### config.mk
export PLATFORM = sky130hd
export DESIGN_NAME = rbhe_cfg
export DESIGN_NICKNAME = d
export VERILOG_FILES = /design/src/design/rbhe_pkg.sv /design/src/design/rbhe_cfg.sv
export SDC_FILE = /design/constraint.sdc
export NUM_CORES = 1
export LEC_CHECK = 0
export BUFFER_PORTS_ARGS = -buffer_cell sky130_fd_sc_hd__buf_2
export CORE_AREA = 4 4 59 61
export DETAILED_ROUTE_END_ITERATION = 6
export DIE_AREA = 0 0 63 65
export GPL_ROUTABILITY_DRIVEN = 0
export MAX_ROUTING_LAYER = met4
export PLACE_DENSITY = 0.83
export SKIP_CTS_REPAIR_TIMING = 1
export SLEW_MARGIN = 5
export SYNTH_ARGS = -nofsm -noshare
export SYNTH_HDL_FRONTEND = slang
export SYNTH_SLANG_ARGS = --single-unit
### constraint.sdc
create_clock -name clk -period 2.48 [get_ports clk]
set_clock_uncertainty 0.15 [all_clocks]
set_input_delay 0.496 -clock clk [delete_from_list [all_inputs] [get_ports clk]]
set_output_delay 0.496 -clock clk [all_outputs]
set_load 0.03 [all_outputs]
### src/design/rbhe_pkg.sv
// shared types, constants and the brush step function of the heightmap editor
package rbhe_pkg;

	// coordinate of a visited cell: center plus offset, may go negative
	localparam int COORD_W = 10;
	// effective grid size, enough for the largest grid dimension
	localparam int DIM_W   = 13;
	// offset from the brush center, -63..63
	localparam int OFS_W   = 7;
	// squared offset, up to 63*63
	localparam int SQ_W    = 12;
	// squared distance, up to 2*63*63
	localparam int DIST_W  = 13;
	// brush step magnitude, up to 20
	localparam int STEP_W  = 5;
	// height of one cell
	localparam int HGT_W   = 8;

	localparam logic signed [HGT_W-1:0] HGT_MIN = -8'sd125;
	localparam logic signed [HGT_W-1:0] HGT_MAX = 8'sd125;

	// squared distances at or below this get the flat center step
	localparam logic [DIST_W-1:0]  NEAR_DIST = 13'd29;
	localparam logic [STEP_W-1:0]  NEAR_STEP = 5'd20;

	// step m reaches k when n <= floor(3599 / k*k), k = 1..10
	localparam int NUM_THR = 10;
	localparam logic [DIST_W-1:0] STEP_THR [NUM_THR] = '{
		13'd3599, 13'd899, 13'd399, 13'd224, 13'd143,
		13'd99, 13'd73, 13'd56, 13'd44, 13'd35
	};

	// register indexes on the config port
	localparam logic REG_GRID_WIDTH  = 1'b0;
	localparam logic REG_GRID_HEIGHT = 1'b1;

	typedef enum logic [1:0] {
		MODE_WRITE = 2'd0,
		MODE_RAISE = 2'd1,
		MODE_LOWER = 2'd2,
		MODE_READ  = 2'd3
	} mode_t;

	typedef enum logic [1:0] {
		ALU_SAT = 2'd0,
		ALU_ADD = 2'd1,
		ALU_SUB = 2'd2
	} alu_op_t;

	typedef enum logic [2:0] {
		ST_IDLE,
		ST_WRITE,
		ST_READ,
		ST_READ_WAIT,
		ST_EVAL,
		ST_UPDATE,
		ST_DONE
	} state_t;

	// effective grid size seen by the sequencer
	typedef struct packed {
		logic [DIM_W-1:0] width;
		logic [DIM_W-1:0] height;
	} grid_dims_t;

	// step magnitude for squared distance n
	function automatic logic [STEP_W-1:0] brush_step(input logic [DIST_W-1:0] n);
		logic [STEP_W-1:0] m;
		m = '0;
		for (int k = 0; k < NUM_THR; k++) begin
			if (n <= STEP_THR[k]) begin
				m = m + STEP_W'(1);
			end
		end
		if (n <= NEAR_DIST) begin
			m = NEAR_STEP;
		end
		return m;
	endfunction

endpackage

### src/design/rbhe_cfg.sv
// apb config registers for grid width and height, clamped to the grid maximum
module rbhe_cfg #(
	parameter int MAX_WIDTH  = 256,
	parameter int MAX_HEIGHT = 256
) (
	input  logic                clk,
	input  logic                arst_n,
	input  logic                psel,
	input  logic                penable,
	input  logic                pwrite,
	input  logic [2:0]          paddr,
	input  logic [31:0]         pwdata,
	output logic [31:0]         prdata,
	output logic                pready,
	output rbhe_pkg::grid_dims_t dims
);
	import rbhe_pkg::*;

	logic [8:0] grid_width_q;
	logic [8:0] grid_height_q;
	logic       wr_en;
	logic       reg_sel;

	assign pready  = 1'b1;
	assign wr_en   = psel && penable && pwrite;
	assign reg_sel = paddr[2];

	// register writes
	always_ff @(posedge clk or negedge arst_n) begin
		if (!arst_n) begin
			grid_width_q  <= 9'd256;
			grid_height_q <= 9'd256;
		end else if (wr_en) begin
			if (reg_sel == REG_GRID_WIDTH) begin
				grid_width_q <= pwdata[8:0];
			end else begin
				grid_height_q <= pwdata[8:0];
			end
		end
	end

	// read back
	always_comb begin
		prdata = '0;
		if (reg_sel == REG_GRID_WIDTH) begin
			prdata[8:0] = grid_width_q;
		end else begin
			prdata[8:0] = grid_height_q;
		end
	end

	// clamp to the grid size that the memory holds
	always_comb begin
		dims.width  = {4'b0, grid_width_q};
		dims.height = {4'b0, grid_height_q};
		if (dims.width > DIM_W'(MAX_WIDTH)) begin
			dims.width = DIM_W'(MAX_WIDTH);
		end
		if (dims.height > DIM_W'(MAX_HEIGHT)) begin
			dims.height = DIM_W'(MAX_HEIGHT);
		end
	end

endmodule

## Word level (Yosys, flattened, before mapping)

Index checks and enable logic that the tools add are counted.

| storage, ports and cells | value |
|---|---|
| output and inout port bits | 59 |
| register bits | 18 |

| operators by class | value |
|---|---|
| bitwise operators | 1 |
| reductions and logical operators | 4 |
| order comparisons | 2 |
| mux-type cells | 3 |

Operators with widths:

| kind | number |
|---|---|
| two-way mux 9 bit | 3 |
| greater-than comparator 9 bit, second input constant | 2 |
| AND reduction 2 bit | 2 |
| logical AND 1 bit | 2 |
| NOT 1 bit | 1 |

## Logic depth before layout (Yosys ltp)

| logic depth | value |
|---|---|
| depth after elaboration | 3 |
| depth in mapped cells | 3 |
| depth with buffers taken out | 2 |

## Worst setup path before layout

OpenSTA, ideal clock, no wires.

| path | value |
|---|---|
| path type | register to output |
| start point | reg grid_width_q[8] |
| end point | out prdata[8] |
| setup slack | 0.775 ns |
| required time | 1.834 ns |
| arrival time | 1.059 ns |
| cell stages (with the launch flop) | 3 |
| cells stage by stage | dfstp_2 -> clkbuf_1 -> mux2_2 |

| between the ends | value |
|---|---|
| cells in the longest elaborated chain, start to end | 1 |

Ends and longest elaborated chain:

| element | RTL line | text |
|---|---|---|
| start, declared | rbhe_cfg.sv:19 | `logic [8:0] grid_width_q;` |
| start signal, assigned | rbhe_cfg.sv:35 | `grid_width_q <= pwdata[8:0];` |
| two-way mux 9 bit | rbhe_cfg.sv:45 | `if (reg_sel == REG_GRID_WIDTH) begin` |
| end, declared | rbhe_cfg.sv:13 | `output logic [31:0] prdata,` |

Every way passes these cells.

## Worst setup path in the final report

Same ends and word-level chain as after synthesis.

==> metrics.yaml <==
outcome:
  outcome: "finished clean"
sta:
  rsz0062_at_grt: "no"
  final-max-slew-violation-count: 0
  layout_min_cycle_time_ns: 1.98
  period_share_pct: 79.9
  final_hold_viol_count: 0
  max_freq_mhz: 504
  setup_violations: 0
  holdWs_ns: 0.295
  finalSetupTns_ns: 0
  setup_slack_ns: 0.497
worst_setup_path:
  rr_startpoint: "grid_width_q[8]"
  slowest_delay_ns: 0.68
  r2r_end: "grid_width_q[8]"
  cp_max_fo: 11
  cp_slowest_cell: "dfstp_2"
  reg2reg_depth: 1
  cp.required_ns: 1.83
  r2r_setup_slack_ns: 1.41
  crit_type: "flip-flop to output pin"
  cp.arrival_ns: 1.34
  endpoint_kind: "output pin"
  cp-start-kind: "flip-flop"
  path_cells: "mux2_2 -> buf_2"
cells_and_area:
  drive_gt1_share_pct: 53.2
  fin_util_pct: 43.8
  stdcell_area_mm2: 0.00131
  antenna_cells: 0
  syn_to_final_growth_pct: 11.0
  final_cell_count_no_fill: 174
  nets: 182
global_routing:
  busiest_layer: "met2"
  use_met1_pct: 13.4
  met2_usage_pct: 19.4
  use_met3_pct: 2.08
  grtUsageTotal_pct: 11.1
  antenna_found_initial: 0
  grt_max_degree: 19
  grt_pass1_wl_um: 3460
  grt_pass1_vias: 711
  grt-ovfl-total: 0
drt:
  avgRoutedWirePerCell_um: 12.9
  drcViolationCount: 0
  drt_wl_total_um: 2240
  vias_per_cell: 4.36
  first_pass_iters: 3
  drt-initial-drc-count: 12
  ant_nets: 0
  vias: 758
power:
  powerDensity_mw_per_mm2: 860
  p_leak_nw: 0.687
  power_mw: 1.12
  max-vdd-ir-drop_mv: 0.364
cts:
  cts_root_buf: "clkbuf_4"
  cts.sinks: 18
  clock_tree.buffer_depth: 2
  h-tree-depth: 1
  clk_latency_ns: 0.28
  clk_pin_slew_ns: 0.11
  cts_tree: "built"
  cts_buffers: 3
floorplan:
  dieWidth_um: 63
  start_util_pct: 39.5
  io_pins: 99
  die_h_um: 65
  num_rows: 20
  core_area_mm2: 0.00298
  die_area_mm2: 0.00410
worst_hold_path:
  hp-class: "input pin to flip-flop"
  min_to: "grid_width_q[1]"
  min_from: "pwdata[1]"
  hold_depth: 2
yosys:
  synth_seq_cells: 18
  ys_warn_count: 0
  syn_area_per_cell_um2: 11.5
  syn_inst: 102
  synth_cell_types: 10
  synth_area_mm2: 0.00118
  ys_seq_area_share_pct: 38.5
placement:
  pre_cts_ws_ns: 0.501
  place_hpwl_um: 1690
  dpl_cell_area_mm2: 0.00127
  placedCellCount: 169
  portBuffers: 41
flow_run:
  maxCapViolCount: 0
worst max-delay path: cells and delay by family, from the launching register on:
family	cells	cell delay (ns)
DFF	1	0.68
muxes	1	0.19
buffers and inverters	1	0.19
placed cells by master (no fill, tap or decap):
master         instances
buf_2                 41
clkbuf_1               1
clkbuf_4               3
conb_1                32
dfrtp_1               16
dfstp_2                2
dlygate4sd3_1          1
mux2_2                27
nand4_4                1
nand4b_4               1
nor2b_1               16
metal layers:
layer	routed length, um	part of all wire [%]
met5	0	0
met4	0	0
met3	242	11
met1	898	40
met2	1100	49
cell usage after synthesis:
cell / n / area share, %
clkbuf_1: 4 / 1.3
dfstp_2: 2 / 4.5
buf_6: 1 / 0.96
nor2b_1: 16 / 8.5
buf_4: 32 / 20
nand4b_4: 1 / 2.0
conb_1: 2 / 0.64
nand4_4: 1 / 1.8
mux2_2: 27 / 26
dfrtp_1: 16 / 34
power by group:
group	internal, mW	leakage [nW]	switching, mW
clock	0.0624	0.0150	0.0864
sequential	0.364	0.213	0.0612
combinational	0.182	0.459	0.366
total	0.609	0.687	0.514
cell type report:
cell class | instances | area [um2]
Multi-Input combinational cell | 77 | 569
Tap cell | 33 | 41.3
Sequential cell | 18 | 453
Timing Repair Buffer | 42 | 215
Clock buffer | 4 | 26.3
Fill cell | 301 | 1670
cells by family after synthesis:
logic type / after synthesis / synth area share, %
and+or+nand+nor: 18 / 12.3
DFF: 18 / 38.5
buffers and inverters: 37 / 22.7
other: 2 / 0.639
muxes: 27 / 25.9
how the worst max path moves through the flow:
| stage | cells past startpoint | slack (ns) | start | end |
|---|---|---|---|---|
| after floorplan | 2 | 0.78 | grid_width_q[8] | prdata[8] |
| after global placement | 3 | 0.51 | paddr[2] | prdata[3] |
| after detailed placement | 3 | 0.50 | paddr[2] | prdata[7] |
| after CTS | 2 | 0.45 | grid_width_q[8] | prdata[8] |
| after global routing | 2 | 0.42 | grid_width_q[8] | prdata[8] |
| final | 2 | 0.50 | grid_width_q[8] | prdata[8] |
registers in the layout (all words and copies together) (netlist names):
signal / cells
grid_height_q: 9
grid_width_q: 9
No activity file was read; power rests on OpenSTA's default activity.
