[src/design/rbhe_pkg.sv]
// shared types, constants and the brush step function of the heightmap editor
package rbhe_pkg;

	// coordinate of a visited cell: center plus offset, may go negative
	localparam int COORD_W = 10;
	// effective grid size, enough for the largest grid dimension
	localparam int DIM_W   = 13;
	// offset from the brush center, -63..63
	localparam int OFS_W   = 7;
	// squared offset, up to 63*63
	localparam int SQ_W    = 12;
	// squared distance, up to 2*63*63
	localparam int DIST_W  = 13;
	// brush step magnitude, up to 20
	localparam int STEP_W  = 5;
	// height of one cell
	localparam int HGT_W   = 8;

	localparam logic signed [HGT_W-1:0] HGT_MIN = -8'sd125;
	localparam logic signed [HGT_W-1:0] HGT_MAX = 8'sd125;

	// squared distances at or below this get the flat center step
	localparam logic [DIST_W-1:0]  NEAR_DIST = 13'd29;
	localparam logic [STEP_W-1:0]  NEAR_STEP = 5'd20;

	// step m reaches k when n <= floor(3599 / k*k), k = 1..10
	localparam int NUM_THR = 10;
	localparam logic [DIST_W-1:0] STEP_THR [NUM_THR] = '{
		13'd3599, 13'd899, 13'd399, 13'd224, 13'd143,
		13'd99, 13'd73, 13'd56, 13'd44, 13'd35
	};

	// register indexes on the config port
	localparam logic REG_GRID_WIDTH  = 1'b0;
	localparam logic REG_GRID_HEIGHT = 1'b1;

	typedef enum logic [1:0] {
		MODE_WRITE = 2'd0,
		MODE_RAISE = 2'd1,
		MODE_LOWER = 2'd2,
		MODE_READ  = 2'd3
	} mode_t;

	typedef enum logic [1:0] {
		ALU_SAT = 2'd0,
		ALU_ADD = 2'd1,
		ALU_SUB = 2'd2
	} alu_op_t;

	typedef enum logic [2:0] {
		ST_IDLE,
		ST_WRITE,
		ST_READ,
		ST_READ_WAIT,
		ST_EVAL,
		ST_UPDATE,
		ST_DONE
	} state_t;

	// effective grid size seen by the sequencer
	typedef struct packed {
		logic [DIM_W-1:0] width;
		logic [DIM_W-1:0] height;
	} grid_dims_t;

	// step magnitude for squared distance n
	function automatic logic [STEP_W-1:0] brush_step(input logic [DIST_W-1:0] n);
		logic [STEP_W-1:0] m;
		m = '0;
		for (int k = 0; k < NUM_THR; k++) begin
			if (n <= STEP_THR[k]) begin
				m = m + STEP_W'(1);
			end
		end
		if (n <= NEAR_DIST) begin
			m = NEAR_STEP;
		end
		return m;
	endfunction

endpackage

[src/design/rbhe_alu.sv]
// shared height unit: saturating add or subtract of a step, or plain saturation
module rbhe_alu (
	input  rbhe_pkg::alu_op_t                      op,
	input  logic signed [rbhe_pkg::HGT_W-1:0]      a,
	input  logic        [rbhe_pkg::STEP_W-1:0]     step,
	output logic signed [rbhe_pkg::HGT_W-1:0]      y
);
	import rbhe_pkg::*;

	logic signed [HGT_W+1:0] sum;
	logic signed [HGT_W+1:0] b_ext;

	assign b_ext = $signed({{(HGT_W+2-STEP_W){1'b0}}, step});

	// add or subtract the step in a widened word
	always_comb begin
		case (op)
			ALU_ADD: sum = {{2{a[HGT_W-1]}}, a} + b_ext;
			ALU_SUB: sum = {{2{a[HGT_W-1]}}, a} - b_ext;
			ALU_SAT: sum = {{2{a[HGT_W-1]}}, a};
			default: sum = {{2{a[HGT_W-1]}}, a};
		endcase
	end

	// clamp to the height range
	always_comb begin
		if (sum < $signed({{2{HGT_MIN[HGT_W-1]}}, HGT_MIN})) begin
			y = HGT_MIN;
		end else if (sum > $signed({2'b00, HGT_MAX})) begin
			y = HGT_MAX;
		end else begin
			y = sum[HGT_W-1:0];
		end
	end

endmodule

[config.mk]
export PLATFORM = sky130hd
export DESIGN_NAME = rbhe_alu
export DESIGN_NICKNAME = d
export VERILOG_FILES = /design/src/design/rbhe_pkg.sv /design/src/design/rbhe_alu.sv
export SDC_FILE = /design/constraint.sdc
export NUM_CORES = 1
export LEC_CHECK = 0
export ABC_CLOCK_PERIOD_IN_PS = 7820
export BUFFER_PORTS_ARGS = -buffer_cell sky130_fd_sc_hd__buf_4
export CORE_MARGIN = 1
export CORE_UTILIZATION = 63
export DETAILED_ROUTE_END_ITERATION = 10
export MAX_ROUTING_LAYER = met4
export PLACE_DENSITY = 0.95
export SLEW_MARGIN = 20
export SYNTH_ARGS = -nofsm -noshare
export SYNTH_HDL_FRONTEND = slang
export SYNTH_SLANG_ARGS = --single-unit
[constraint.sdc]
create_clock -name vclk -period 7.82
set_clock_uncertainty 0.2 [all_clocks]
set_input_delay 0.391 -clock vclk [all_inputs]
set_output_delay 0.391 -clock vclk [all_outputs]
set_load 0.005 [all_outputs]
# --- After elaboration in Yosys (flattened, before gate mapping) ---
# Index checks and enable logic that the tools add are counted.
totals:
  regBits: 0
  input_bits: 15
  wordCells: 9
op_classes:
  addsub: 2
  magnitude_cmp: 2
  eq_ne: 2
  mux: 3
ops:
  columns: ["operator", "count"]
  rows:
  - ["$pmux 10 s2", 1]
  - ["$mux 8", 2]
  - ["$gt 10x8->1 const B", 1]
  - ["$lt 10x8->1 const B", 1]
  - ["$add 8x6->9", 1]
  - ["$sub 8x6->9", 1]
  - ["$eq 2x1->1 const B", 1]
  - ["$eq 2x2->1 const B", 1]

# --- Longest topological paths before layout ---
# Gate-level depths: netlist (run 1).
logic_depth:
  word_depth: 5
  depth_mapped: 13
  depth_no_buf: 12

# --- Least setup slack after synthesis (run 1) ---
# Ideal clock, no wire load.
synth_timing:
  path_kind: "input-to-output"
  startpoint: "input op[0]"
  endpoint: "output y[6] (netlist bit)"
  arrival_ns: 2.774
  path_slack_ns: 4.455
  path_stages: 11
  path_buffers: 1
  path_cell_list: "inv_1 ha_1 buf_6 mux2_2 fa_1 nand2b_1 a211oi_4 nor2_1 a311oi_4 nor2_2 maj3_2"
synth_via:
  elab_chain_cells: 5
synth_rtl:
  columns: ["item", "line_no", "source"]
  rows:
  - ["start: declaration", "rbhe_alu.sv:3", "input rbhe_pkg::alu_op_t op,"]
  - ["$eq 2x2->1 or $eq 2x1->1 (tied branches)", "rbhe_alu.sv:17", "case (op)"]
  - ["$pmux 10 s2 (*)", "rbhe_alu.sv:17", null]
  - ["$gt 10x8->1", "rbhe_alu.sv:29", "end else if (sum > $signed({2'b00, HGT_MAX})) begin"]
  - ["$mux 8", "rbhe_alu.sv:29", null]
  - ["$mux 8 (*)", "rbhe_alu.sv:27", "if (sum < $signed({{2{HGT_MIN[HGT_W-1]}}, HGT_MIN})) begin"]
  - ["end: declaration", "rbhe_alu.sv:6", "output logic signed [rbhe_pkg::HGT_W-1:0] y"]
# Every way passes the cells marked *; elsewhere a longest branch is shown, timed or not.

# --- Worst setup path after layout (run 1) ---
layout_timing:
  startpoint: "input op[0]"
  endpoint: "output y[2] (netlist bit)"
# Same word-level chain as after synthesis.

==> metrics.md, run 1 <==
| Metric | Value |
|---|---|
| Hold Path Class | `in -> out` |
| FP Rows | `14` |
| Clock buffers | `0` |
| Core region area | `~0.0015 mm2` |
| GP Congestion | `slightly above 0.9` |
| Ranking of synthesized cells by area | `ha_1 13%, maj3_2 5.3%, nand2_1 4.2%` |
| I/O pin count | `23` |
| Hold wc startpoint | `a[0]` |
| First-pass DRT Iterations | `4` |
| Post-Synthesis Cells | `140` |
| Port Buf Inserts | `23` |
| Period utilization | `between 50% and 60%` |
| Via count | `around 1100` |
| Initial antenna violation count | `0` |
| Cell taking the most area after synthesis | `ha_1` |
| Setup CP Type | `in -> out` |
| Sequential cell count | `0` |
| Total Neg Setup Slack | `0 ns` |
| FF/Latch Area | `0 um2` |
| Via density | `approximately 6.4` |
| Crit-path max FO | `9` |
| Worst relative slew slack | `between 30% and 40%` |
| Ant diodes | `0` |
| Yosys cell types | `50` |
| Final setup fails | `0` |
| Worst Hold End | `y[0]` |
| Die Ht | `about 43 um` |
| Post-synthesis net count | `between 150 and 200` |
| First-pass GRT wire length | `around 4500 um` |
| Layout cells sized above 1 | `about 30%` |
| Die Span X | `around 43 um` |
| Data required time of the critical path | `between 7 and 8 ns` |
| Setup bufs post-CTS | `0` |
| Wire per inst | `between 10 and 15 um` |
| Synthesis Warnings | `0` |
| Most frequent cells after synthesis | `12 x nand2_1, 11 x ha_1, 10 x nor2_1, 8 x inv_1` |
| Static leakage | `roughly 0.54 nW` |
| Worst Max-Slew Pin Slew | `0.919 ns` |
| Top-area cell type share of the netlist area | `12.9%` |
| Critical path capture point type | `output pin` |
| Detailed Place HPWL | `~2100 um` |
| RSZ-0062 raised after global routing | `no` |
| CTS hold repair buffers | `0` |
| Post-route core utilization | `79.1%` |
| Most frequent cell after synthesis | `nand2_1` |
| Hold depth | `6` |
| Post-Syn Area | `approximately 0.0011 mm2` |
| Largest net degree at the start of global routing | `33` |
| Syn_area_per_cell | `roughly 7.6 um2` |
| CP Launch Type | `input port` |
| Antenna viol nets, final | `0` |
| Worst IR Drop VDD | `approximately 74 uV` |
| Min cycle time layout | `around 4 ns` |
| Gr ovfl total | `0` |
| Number of global-route vias before repair | `1076` |
| Initial core utilization | `~69%` |
| Final hold viol count | `0` |
| Detailed Route WL | `around 2600 um` |
| Drt first-iter violations | `30` |
| Max Clk Rate | `0.251 GHz` |
| Max Cap Viol | `0` |
| Die ar. | `between 0.0015 and 0.002 mm2` |
| Max-slew violations | `0` |
| DRC | `0` |
| Hold slack | `about 1.1 ns` |
| Sequential share of the synthesized area | `0%` |
| Post_cts resized | `0` |
| Final net count | `187` |
| Pwr dens | `around 120 mW/mm2` |
| Global Route Usage Sum | `between 30 and 40%` |
| Crit path DAT | `~3.4 ns` |
| Status | `finished clean` |
| Layout area overhead | `14.3%` |
-- metrics by stage --
stage	instance area [um2]	std cells	power [W]	worst slack, ns
finish	1220	174	0.000141	3.84
global route	1220	174	0.000154	3.69
CTS	1220	174	0.000140	3.86
detailed placement	1220	174	0.000139	3.87
global placement	1220	174	0.000135	3.92
floorplan	1070	140	0.000101	4.46
-- layout make-up --
cell class | instances | area, um2
Inverter | 8 | 30.0
Timing Repair Buffer | 23 | 173
Tap cell | 16 | 20.0
Multi-Input combinational cell | 127 | 997
Fill cell | 114 | 322
-- worst max path at each step --
| stage | cells past startpoint | start | endpoint | slack, ns |
|---|---|---|---|---|
| 3_5_place_dp | 12 | op[0] | y[2] | 3.87 |
| 5_1_grt | 12 | op[0] | y[2] | 3.69 |
| 3_3_place_gp | 12 | op[0] | y[6] | 3.92 |
| 6_report | 12 | op[0] | y[2] | 3.84 |
| 2_1_floorplan | 11 | op[0] | y[6] | 4.46 |
| 4_1_cts | 12 | op[0] | y[2] | 3.86 |
-- report_power, final --
| group | internal, W | total, W | switching, W |
|---|---|---|---|
| logic | 0.0000664 | 0.000141 | 0.0000750 |
| clock network | 0 | 0 | 0 |
| registers | 0 | 0 | 0 |
| total | 0.0000664 | 0.000141 | 0.0000750 |
-- per-layer routing --
metal | wire length [um] | track usage [%] | up-vias
met1 | 1180 | 39.4 | 513
met3 | 107 | 2.13 | 2
met2 | 1290 | 54.0 | 34
met5 | 0 | - | -
met4 | 12 | 4.24 | 0
li1 | - | - | 556
-- layout by cell type, fill, tap and decap left out, types with 2 or more instances in the layout --
cell      count
buf_4        23
nand2_1      12
ha_1         11
nor2_1       10
inv_1         8
nor3_1        7
nor2b_1       7
nand2b_1      6
maj3_2        5
nor3b_1       4
mux2i_1       4
a21oi_1       4
o21ai_0       4
nand3_1       4
a31o_2        3
a21o_1        3
o21a_1        3
nor2_2        3
xor2_1        3
a31oi_1       3
xnor2_1       2
and2_1        2
or4_1         2
-- critical path, stage by stage --
cell and delay [ns]:
buf_4 0.10, inv_1 0.04, ha_1 0.33, mux2_2 0.41, fa_1 0.47, nand2b_1 0.23
a211oi_4 0.30, o21ai_1 0.15, mux2i_2 0.34, nor2_2 0.14, maj3_2 0.32, buf_4 0.14
-- kinds of logic after synthesis --
kind of cell / Yosys count / synth area share (%)
AND/OR/NAND/NOR: 63 / 31.9
AO/OA/AOI/OAI: 36 / 31.3
adder cells (fa/ha/maj): 17 / 20.0
buffers and inverters: 13 / 6.57
multiplexers: 6 / 6.10
XOR/XNOR: 5 / 4.10
Note: power is estimated with default switching activity, not from simulation.
==> run 2: changes to the inputs <==
ABC_CLOCK_PERIOD_IN_PS = 3900   (was 7820)
CORE_UTILIZATION = 59   (was 63)
PLACE_DENSITY = 0.92   (was 0.95)
clock period = 3.9 ns   (was 7.82 ns; I/O delays follow)
==> run 2 against run 1 <==
Net effect: combinational power up 100%; sequential share of layout area unchanged; highest routed layer unchanged; cell count up 5.2%; total power up 100%; critical path type unchanged.
==> metrics.md, run 2 (synthesized netlist as in run 1, its figures left out) <==
| Metric | Value |
|---|---|
| Data required time of the critical path | `3.50 ns (-3.73 ns)` |
| Max Cap Viol | `0 (unchanged)` |
| Ant diodes | `0 (unchanged)` |
| Min cycle time layout | `around 3.6 ns` |
| Setup bufs post-CTS | `0 (unchanged)` |
| RSZ-0062 raised after global routing | `no` |
| Core region area | `0.00171 mm2 (+11%)` |
| Antenna viol nets, final | `0 (unchanged)` |
| Static leakage | `0.538 nW (unchanged)` |
| Initial antenna violation count | `0 (unchanged)` |
| Worst relative slew slack | `39.5% (+0.74 points)` |
| Pwr dens | `232 mW/mm2 (+100%)` |
| FF/Latch Area | `0 um2 (unchanged)` |
| Hold wc startpoint | `a[0]` |
| Crit-path slowest cell | `fa_1` |
| Status | `finished clean` |
| Worst Max-Slew Pin Slew | `0.907 ns (-0.0112 ns)` |
| Global Route Usage Sum | `29.0% (-1.9 points)` |
| Via count | `1130 (+2.3%)` |
| Final setup fails | `0 (unchanged)` |
| Die ar. | `0.00198 mm2 (+6.4%)` |
| Max Clk Rate | `around 0.27 GHz` |
| Largest net degree at the start of global routing | `33 (unchanged)` |
| Final hold viol count | `0 (unchanged)` |
| Total Neg Setup Slack | `0 ns (unchanged)` |
| Port Buf Inserts | `23 (unchanged)` |
| CTS hold repair buffers | `0 (unchanged)` |
| I/O pin count | `23 (unchanged)` |
| Max-slew violations | `0 (unchanged)` |
| First-pass GRT wire length | `4370 um (-2.8%)` |
| Period utilization | `roughly 93%` |
| Clock buffers | `0 (unchanged)` |
| Die Span X | `44.5 um (+3.2%)` |
| Commonest non-fill, non-tap cell in the layout | `buf_4` |
| Post_cts resized | `0 (unchanged)` |
| Worst setup margin | `0.255 ns (-3.58 ns)` |
| Number of global-route vias before repair | `1002 (-6.9%)` |
| Via density | `6.17 (-2.8%)` |
| Detailed Place HPWL | `2200 um (+2.4%)` |
| Total power | `0.000285 W (+100%)` |
| Sequential cell count | `0 (unchanged)` |
| Final net count | `187 (unchanged)` |
| Drt first-iter violations | `28 (-6.7%)` |
| Detailed Route WL | `2710 um (+4.8%)` |
| FP Rows | `15 (+1)` |
| Worst Hold End | `y[0]` |
| Critical Path Max Stage Delay | `0.47 ns (about the same)` |
| Die Ht | `44.5 um (+3.2%)` |
| Most frequent cells in the layout | `23 x buf_4, 12 x nand2_1, 11 x ha_1` |
| Gr ovfl total | `0 (unchanged)` |
| CP most frequent cell | `buf_4` |
| Critical path capture point type | `output pin` |
| Layout area overhead | `15.4%` |
| Setup WS pre-CTS | `0.317 ns (-3.55 ns)` |
| Crit-path max FO | `9 (unchanged)` |
| Hold depth | `6 (unchanged)` |
| Cell chain of the critical path | `buf_4, inv_1, ha_1, mux2_2, fa_1, nand2b_1, a211oi_4, o21ai_1, mux2i_2, nor2_2, maj3_2, buf_4` |
| DRC | `0 (unchanged)` |
| CP Launch Type | `input port` |
| First-pass DRT Iterations | `4 (unchanged)` |
| Setup CP Type | `in -> out` |
| GP Congestion | `0.937 (+1.7%)` |
| Worst IR Drop VDD | `150 uV (+100%)` |
| Crit path DAT | `3.25 ns (-0.14 ns)` |
| Initial core utilization | `62.5% (-6.7 points)` |
| Wire per inst | `14.8 um (-0.40%)` |
| Hold Path Class | `in -> out` |
| Layout cells sized above 1 | `29.7% (unchanged)` |
run 2: cell counts in the layout (fill, tap and decap cells not counted):
No cell type changed its count.
run 2: final cells by class:
class / instances / area, um2
Timing Repair Buffer: 23 / 173
Fill cell: 148 / 477
Multi-Input combinational cell: 127 / 997
Inverter: 8 / 30.0
Tap cell: 25 / 31.3
run 2: per-stage QoR:
stage | instance area (um2) | hold slack, ns | instances | util, %
after CTS | 1230 | 0.746 | 183 | 72.1
after global placement | 1230 | 0.741 | 183 | 72.1
after detailed placement | 1230 | 0.739 | 183 | 72.1
final | 1230 | 0.758 | 183 | 72.1
after global routing | 1230 | 0.798 | 183 | 72.1
after floorplan | 1070 | 0.473 | 140 | -
run 2: how the worst max path moves through the flow:
stage / startpoint / endpoint / slack [ns]
2_1_floorplan: op[0] / y[6] / 0.93
4_1_cts: op[0] / y[6] / 0.29
3_5_place_dp: op[0] / y[6] / 0.32
3_3_place_gp: op[0] / y[6] / 0.40
6_report: op[0] / y[6] / 0.26
5_1_grt: op[0] / y[6] / 0.17
run 2: worst max-delay path, delay by kind of cell:
kind,cells,cell delay (ns)
compound gates,2,0.50
fa+ha+maj,3,1.12
buf+inv,3,0.29
mux,2,0.76
simple gates,2,0.37
run 2: report_power, final:
group | switching [W] | total [W] | internal (W) | leakage [nW]
Clock | 0 | 0 | 0 | 0
Sequential | 0 | 0 | 0 | 0
Combinational | 0.000152 | 0.000285 | 0.000133 | 0.538
run 2: routing by layer:
layer / share of wire [%] / global-route usage, %
met5: 0 / -
met2: 49 / 49.4
met4: 0.92 / 2.42
met3: 5.1 / 0
met1: 45 / 39.9
